===== config.mk =====
export PLATFORM = sky130hd
export DESIGN_NAME = bfsp_ctrl
export DESIGN_NICKNAME = d
export VERILOG_FILES = /design/src/rtl/assert_macros.svh /design/src/rtl/bfsp_pkg.sv /design/src/rtl/bfsp_ctrl.sv
export SDC_FILE = /design/constraint.sdc
export NUM_CORES = 1
export LEC_CHECK = 0
export BUFFER_PORTS_ARGS = -buffer_cell sky130_fd_sc_hd__buf_2
export CAP_MARGIN = 20
export CORE_MARGIN = 4
export CORE_UTILIZATION = 57
export CTS_CLUSTER_DIAMETER = 40
export DETAILED_ROUTE_END_ITERATION = 10
export PLACE_DENSITY = 0.9
export SYNTH_ARGS = -nofsm -noshare
export SYNTH_HDL_FRONTEND = slang
export SYNTH_SLANG_ARGS = --single-unit

===== constraint.sdc =====
create_clock -name aclk -period 3.8 [get_ports aclk]
set_clock_uncertainty 0.15 [all_clocks]
set_input_delay 0.76 -clock aclk [delete_from_list [all_inputs] [get_ports aclk]]
set_output_delay 0.76 -clock aclk [all_outputs]
set_load 0.1 [all_outputs]

===== src/rtl/assert_macros.svh =====
// Assertion macros for the top level, which checks its own behavior.
// Every check is clocked on aclk and is switched off while aresetn is low.
`ifndef ASSERT_MACROS_SVH
`define ASSERT_MACROS_SVH

// Property that is checked at every rising clock edge outside reset.
`define ASSERT_CLK(label, prop, msg) \
    label: assert property (@(posedge aclk) disable iff (!aresetn) prop) else $error(msg);

// An implication: whenever trig holds, cons holds in the next cycle.
`define ASSERT_NEXT(label, trig, cons, msg) \
    label: assert property (@(posedge aclk) disable iff (!aresetn) (trig) |=> (cons)) \
        else $error(msg);

`endif


===== src/rtl/bfsp_pkg.sv =====
// Shared constants, types and functions of the shortest-path core.
// No dependencies; used by the controller, the datapath and the top level.
package bfsp_pkg;

    localparam int DEF_MAX_VERTICES = 64;
    localparam int DEF_MAX_EDGES    = 1024;

    localparam int VERT_FW   = 6;   // vertex field width
    localparam int COUNT_FW  = 7;   // vertex_count register width
    localparam int WEIGHT_W  = 16;  // edge weight width
    localparam int DIST_W    = 26;  // distance width
    localparam int PRED_W    = 7;   // predecessor width
    localparam int EDGE_W    = 2 * VERT_FW + WEIGHT_W;
    localparam int ROW_W     = DIST_W + PRED_W + WEIGHT_W;
    localparam int S_DATA_W  = 32;
    localparam int M_DATA_W  = 56;
    localparam int CFG_IDX_W = 1;

    localparam logic [CFG_IDX_W-1:0] REG_VERTEX_COUNT = 1'd0;
    localparam logic [CFG_IDX_W-1:0] REG_START_VERTEX = 1'd1;

    localparam logic [PRED_W-1:0]   PRED_NONE = 7'd64;
    localparam logic [COUNT_FW-1:0] VCOUNT_RESET = 7'd64;

    localparam logic signed [DIST_W-1:0] DIST_MAX = 26'sh1FFFFFF;
    localparam logic signed [DIST_W-1:0] DIST_MIN = 26'sh2000000;

    // Commands from the controller to the datapath.
    typedef struct packed {
        logic load_we;
        logic load_drop;
        logic init_we;
        logic edge_latch;
        logic edge_cmp;
        logic copy_we;
        logic out_load;
        logic clear_run;
    } bfsp_cmd_t;

    // Clamp a sum that grew by one bit back into the distance range.
    function automatic logic signed [DIST_W-1:0] sat_dist(input logic signed [DIST_W:0] x);
        logic signed [DIST_W:0] hi;
        logic signed [DIST_W:0] lo;
        hi = DIST_W'(DIST_MAX);
        lo = {1'b1, DIST_MIN};
        if (x > hi) begin
            return DIST_MAX;
        end else if (x < lo) begin
            return DIST_MIN;
        end else begin
            return x[DIST_W-1:0];
        end
    endfunction

endpackage


===== src/rtl/bfsp_ctrl.sv =====
// Controller of the shortest-path core: configuration registers, sequencer
// and loop counters. Depends on bfsp_pkg.
module bfsp_ctrl #(
    parameter int MAX_VERTICES = bfsp_pkg::DEF_MAX_VERTICES,
    parameter int MAX_EDGES    = bfsp_pkg::DEF_MAX_EDGES,
    parameter int VCW = $clog2(MAX_VERTICES + 1),
    parameter int ECW = $clog2(MAX_EDGES + 1)
) (
    input  logic                             aclk,
    input  logic                             aresetn,
    input  logic                             cfg_wr_en,
    input  logic [bfsp_pkg::CFG_IDX_W-1:0]   cfg_index,
    input  logic [bfsp_pkg::COUNT_FW-1:0]    cfg_wdata,
    input  logic                             s_tvalid,
    input  logic                             s_tlast,
    output logic                             s_tready,
    output logic                             m_tvalid,
    input  logic                             m_tready,
    output logic                             m_tlast,
    output bfsp_pkg::bfsp_cmd_t              cmd,
    output logic [ECW-1:0]                   edge_addr,
    output logic [VCW-1:0]                   vidx,
    output logic [VCW-1:0]                   n_eff,
    output logic [bfsp_pkg::VERT_FW-1:0]     start_v
);
    import bfsp_pkg::*;

    localparam logic [3:0] S_LOAD  = 4'd0;
    localparam logic [3:0] S_INIT  = 4'd1;
    localparam logic [3:0] S_RCHK  = 4'd2;
    localparam logic [3:0] S_EADDR = 4'd3;
    localparam logic [3:0] S_EDATA = 4'd4;
    localparam logic [3:0] S_ECMP  = 4'd5;
    localparam logic [3:0] S_CADDR = 4'd6;
    localparam logic [3:0] S_CWR   = 4'd7;
    localparam logic [3:0] S_OADDR = 4'd8;
    localparam logic [3:0] S_ODATA = 4'd9;
    localparam logic [3:0] S_OHOLD = 4'd10;

    logic [3:0]          state_reg, state_next;
    logic [COUNT_FW-1:0] vcount_reg;
    logic [VERT_FW-1:0]  start_reg;
    logic [ECW-1:0]      etot_reg, etot_next;
    logic [ECW-1:0]      e_reg, e_next;
    logic [VCW-1:0]      v_reg, v_next;
    logic [VCW-1:0]      r_reg, r_next;
    logic                mvalid_reg, mvalid_next;
    logic                v_last;

    always_ff @(posedge aclk) begin
        if (!aresetn) begin
            vcount_reg <= VCOUNT_RESET;
            start_reg  <= '0;
        end else if (cfg_wr_en) begin
            unique case (cfg_index)
                REG_VERTEX_COUNT: vcount_reg <= cfg_wdata;
                REG_START_VERTEX: start_reg  <= cfg_wdata[VERT_FW-1:0];
                default: ;
            endcase
        end
    end

    always_comb begin
        if (vcount_reg == '0) begin
            n_eff = VCW'(1);
        end else if (vcount_reg > COUNT_FW'(MAX_VERTICES)) begin
            n_eff = VCW'(MAX_VERTICES);
        end else begin
            n_eff = VCW'(vcount_reg);
        end
    end

    assign start_v   = start_reg;
    assign v_last    = (v_reg + VCW'(1)) == n_eff;
    assign s_tready  = (state_reg == S_LOAD);
    assign m_tvalid  = mvalid_reg;
    assign m_tlast   = v_last;
    assign vidx      = v_reg;
    assign edge_addr = (state_reg == S_LOAD) ? etot_reg : e_reg;

    always_comb begin
        state_next  = state_reg;
        etot_next   = etot_reg;
        e_next      = e_reg;
        v_next      = v_reg;
        r_next      = r_reg;
        mvalid_next = mvalid_reg;
        cmd         = '0;
        unique case (state_reg)
            S_LOAD: begin
                if (s_tvalid) begin
                    if (etot_reg < ECW'(MAX_EDGES)) begin
                        cmd.load_we = 1'b1;
                        etot_next   = etot_reg + ECW'(1);
                    end else begin
                        cmd.load_drop = 1'b1;
                    end
                    if (s_tlast) begin
                        v_next     = '0;
                        state_next = S_INIT;
                    end
                end
            end
            S_INIT: begin
                cmd.init_we = 1'b1;
                v_next      = v_reg + VCW'(1);
                if (v_last) begin
                    r_next     = VCW'(1);
                    state_next = S_RCHK;
                end
            end
            S_RCHK: begin
                e_next = '0;
                v_next = '0;
                if (r_reg >= n_eff) begin
                    state_next = S_OADDR;
                end else if (etot_reg == '0) begin
                    state_next = S_CADDR;
                end else begin
                    state_next = S_EADDR;
                end
            end
            S_EADDR: state_next = S_EDATA;
            S_EDATA: begin
                cmd.edge_latch = 1'b1;
                state_next     = S_ECMP;
            end
            S_ECMP: begin
                cmd.edge_cmp = 1'b1;
                e_next       = e_reg + ECW'(1);
                state_next   = (e_reg + ECW'(1) == etot_reg) ? S_CADDR : S_EADDR;
            end
            S_CADDR: state_next = S_CWR;
            S_CWR: begin
                cmd.copy_we = 1'b1;
                if (v_last) begin
                    r_next     = r_reg + VCW'(1);
                    state_next = S_RCHK;
                end else begin
                    v_next     = v_reg + VCW'(1);
                    state_next = S_CADDR;
                end
            end
            S_OADDR: state_next = S_ODATA;
            S_ODATA: begin
                cmd.out_load = 1'b1;
                mvalid_next  = 1'b1;
                state_next   = S_OHOLD;
            end
            S_OHOLD: begin
                if (m_tready) begin
                    mvalid_next = 1'b0;
                    if (v_last) begin
                        cmd.clear_run = 1'b1;
                        etot_next     = '0;
                        state_next    = S_LOAD;
                    end else begin
                        v_next     = v_reg + VCW'(1);
                        state_next = S_OADDR;
                    end
                end
            end
            default: state_next = S_LOAD;
        endcase
    end

    always_ff @(posedge aclk) begin
        if (!aresetn) begin
            state_reg  <= S_LOAD;
            etot_reg   <= '0;
            e_reg      <= '0;
            v_reg      <= '0;
            r_reg      <= '0;
            mvalid_reg <= 1'b0;
        end else begin
            state_reg  <= state_next;
            etot_reg   <= etot_next;
            e_reg      <= e_next;
            v_reg      <= v_next;
            r_reg      <= r_next;
            mvalid_reg <= mvalid_next;
        end
    end
endmodule


Word-level counts from Yosys, hierarchy flattened
Cells that the tools add are included.

Register bits after elaboration: 54. Output and inout bits: 42. Logic and storage cells: 91.

$add $sub $neg: 4. Order comparisons: 3. Eq/ne operators: 19. Muxes and demuxes: 41. Bitwise logic cells: 1. Reductions and logical operators: 15.

Operators with widths (number): $mux 7 (8); $mux 11 (5); $pmux 11 s2 (2); $pmux 4 s11 (1); $pmux 7 s5 (1); $mux 4 (6); $add 11x1->11 const B (2); $eq 4x3->1 const B (4); $add 7x1->7 const B (2); $pmux 7 s2 (1); $eq 4x4->1 const B (3); $ne 2x2->1 const B (6); $eq 11x11->1 (1); $logic_not 11->1 (1); $lt 11x11->1 const B (1); $mux 1 (11); $mux 3 (3); $eq 4x2->1 const B (2); $reduce_and 4->1 (2); $reduce_bool 2->1 (4); $eq 7x7->1 (1); $ge 7x7->1 (1); $gt 7x7->1 const B (1); $logic_not 7->1 (1); other kinds (10) (13).

Longest topological paths before layout
Depth after elaboration: 7. Depth in mapped cells: 12.

Worst setup path after synthesis
OpenSTA, ideal clock, no wires.

Kind: register to output. Start: register state_reg[0]. End: output port edge_addr[2]. Arrival time: 3536 ps. Data required time: 2890 ps. Path slack: -646 ps. Stages on the path, launching flop included: 5. Path buffers: 2. Cells stage by stage: dfxtp_1 buf_2 nor4_2 clkbuf_1 o21ai_0.

Word-level cells in the longest chain between the ends: 2.

RTL lines: start: declaration (RTL line bfsp_ctrl.sv:40) `logic [3:0] state_reg, state_next;`; start signal: assignment (RTL line bfsp_ctrl.sv:176) `state_reg <= state_next;`; $logic_not 4->1; named net s_tready (RTL line bfsp_ctrl.sv:16) `output logic s_tready,`; $mux 11 (RTL line bfsp_ctrl.sv:79) `assign edge_addr = (state_reg == S_LOAD) ? etot_reg : e_reg;`; end: declaration (RTL line bfsp_ctrl.sv:21) `output logic [ECW-1:0] edge_addr,`.

The timed path passes the listed nets, and every way through them passes these cells.

==> results_dict.tcl <==
set metrics [dict create \
    p_comb_share_pct 42.5 \
    die-area_um2 7640 \
    grt_start_max_net_pins 32 \
    grt_util_all_layers_pct 24.1 \
    drv_cap 0 \
    synth-edff-count 0 \
    crit_path_end_kind "primary output" \
    p_switching_uw 814 \
    rr_worst_depth 12 \
    cts_hold_repair.buffers 0 \
    row_count 28 \
    path_class "flip-flop to primary output" \
    postSynth.asyncResetShare_pct 0 \
    final_common_cell "buf_2" \
    seq_area_um2 1090 \
    antenna_found_initial 0 \
    instances_no_fill 585 \
    numPlacedInstances 576 \
    finalWirelength_mm 9.09 \
    slew_viol_final 0 \
    min_path_type "flip-flop to flip-flop" \
    synth_area_um2 3590 \
    cts.clk_slew.worst_paths_ns 0.10 \
    diodes 0 \
    maxSlewHeadroom_pct 35.7 \
    post-route-cell-area_um2 4030 \
    start_util_pct 59.6 \
    hold_viol_final 0 \
    p_clk_share_pct 19.9 \
    timing.setup.tns_ns 0 \
    synthesis.nets 497 \
    synth-seq-cells 54 \
    die_x_um 87.4 \
    leakagePower_nw 1.62 \
    final_cell_mix "buf_2 (53), nand2_1 (51), dfxtp_1 (49)" \
    placed_cell_area_um2 3910 \
    status "finished clean" \
    cts_max_level 2 \
    fill_cells 505 \
    dieHeight_um 87.4 \
    hold_slack_ns 0.310 \
    wire_per_inst_um 15.5 \
    powerDensity_nw_per_um2 434 \
    drt_pass1_iterations 5 \
    netlist-cell-type-count 63 \
    cts_buffers 5 \
    clock_latency_ns 0.31 \
    tightest_slew_ns 0.963 \
    gp_congestion 0.957 \
    io_pins 56 \
    multi_input_area_um2 2340 \
    drtIter0Drc 235 \
    synth.largest_area_cell "dfxtp_1" \
    yosys-top-cells-area "dfxtp_1 (30%), a21oi_1 (5.6%), nand2_1 (5.3%)" \
    power.internal_uw 933 \
    overflow 0 \
    seqPwrFrac_pct 37.6 \
    synth_cells 471 \
    max-vdd-ir-drop_mv 0.406 \
    drive_gt1_share_pct 19.2 \
    yosys_warnings 0 \
    p_sw_share_pct 46.6 \
    cts_tree "yes" \
    cts_buffer_depth 2 \
    clock-sinks 54 \
    ys_seq_area_share_pct 30.1 \
    cts_root_buf "clkbuf_8" \
    vias_per_cell 6.26 \
    hold_path_depth 2 \
    ant_nets 0 \
    synth.top_cell.area_share_pct 30.1 \
    ys.flop_type "dfxtp_1" \
    rsz0062_at_grt "no" \
    total_power_mw 1.75 \
    setup_viol 0 \
    grt_pass1_wl_mm 15.3 \
    portBuffers 55 \
    syn_to_final_growth_pct 12.2 \
    place_hpwl_mm 6.76 \
    fin_util_pct 66.9 \
    grt_pass1_vias 3440 \
    vias 3663 \
    start_kind "flip-flop" \
    drc 0 \
    worstPathRequired_ns 2.89 \
    finalCritPeriodShare_pct 96.7 \
    min_period_ns 3.67 \
    fmax_mhz 272 \
    arrival_ns 2.76 \
    nets 535 \
    fp.coreArea_um2 6030 \
    avgSynthCellArea_um2 7.63 \
    worst_slack_ns 0.125 \
    critical_path_peak_fanout 10 \
    pre_cts_slack_ns 0.324 \
]
==> cell type report <==
class | instances | area share [%]
Timing Repair Buffer | 58 | 8.14
Tap cell | 75 | 2.33
Multi-Input combinational cell | 369 | 58.0
Clock buffer | 6 | 2.05
Inverter | 21 | 2.11
Sequential cell | 54 | 27.0
Clock inverter | 2 | 0.404
==> cells in the mapped netlist (6+ instances only) <==
library cell and count:
dfxtp_1 54, nand2_1 51, nor2_1 42, a21oi_1 40, o21ai_0 30, nand3_1 28
clkbuf_1 20, inv_1 18, xnor2_1 18, o31ai_1 13, ha_1 12, mux2_2 11
or4_1 10, and3_1 8, nor3_1 8, mux2i_1 6, nor2b_1 6
==> worst max-delay path, cell delays in order, from the launching register on <==
cell        delay, ns
dfxtp_2          0.43
ha_1             0.30
nand3_1          0.20
or4_1            0.43
o211ai_1         0.13
o2111a_1         0.35
nand4_1          0.27
clkinvlp_4       0.17
buf_12           0.17
==> logic make-up (layout without fill, tap and decap cells) <==
kind of cell	count (synthesis)	in the layout	synth area share, %
AO/OA/AOI/OAI	126	126	23.1
XOR/XNOR	21	21	5.12
adder cells (fa/ha/maj)	12	12	4.18
buffers and inverters	48	87	5.29
flip-flops	54	54	30.1
multiplexers	17	17	5.12
AND/OR/NAND/NOR	193	193	27.1
==> power groups by stage <==
stage,sequential (mW),clock (mW),combinational (mW)
global placement,0.664,0,0.720
finish,0.657,0.348,0.742
CTS,0.656,0.357,0.735
floorplan,0.703,0,0.560
detailed placement,0.669,0,0.733
global route,0.665,0.378,0.793
==> what timing repair did <==
action / CTS / global route
setup buffers: 1 / 0
endpoints found under the setup margin: 1 / 1
endpoints found under the hold margin: 0 / 0
resized for setup: 0 / 2
pin swaps: 1 / 0
==> path summary, 6_finish.rpt <==
check / slack (ns) / start / endpoint
max: 0.13 / vidx[0] / cmd[0]
min: 0.31 / start_v[1] / start_v[1]
max reg2reg: 0.50 / vcount_reg[4] / state_reg[2]
min reg2reg: 0.31 / start_v[1] / start_v[1]
==> routing by layer <==
metal	wire length (µm)	global-route usage, %	vias to the layer above
met5	0	0	-
met4	172	9.34	0
met3	643	4.26	16
met2	4500	41.0	140
met1	3770	30.0	1713
li1	-	-	1794
(Power assumes the default switching activity.)
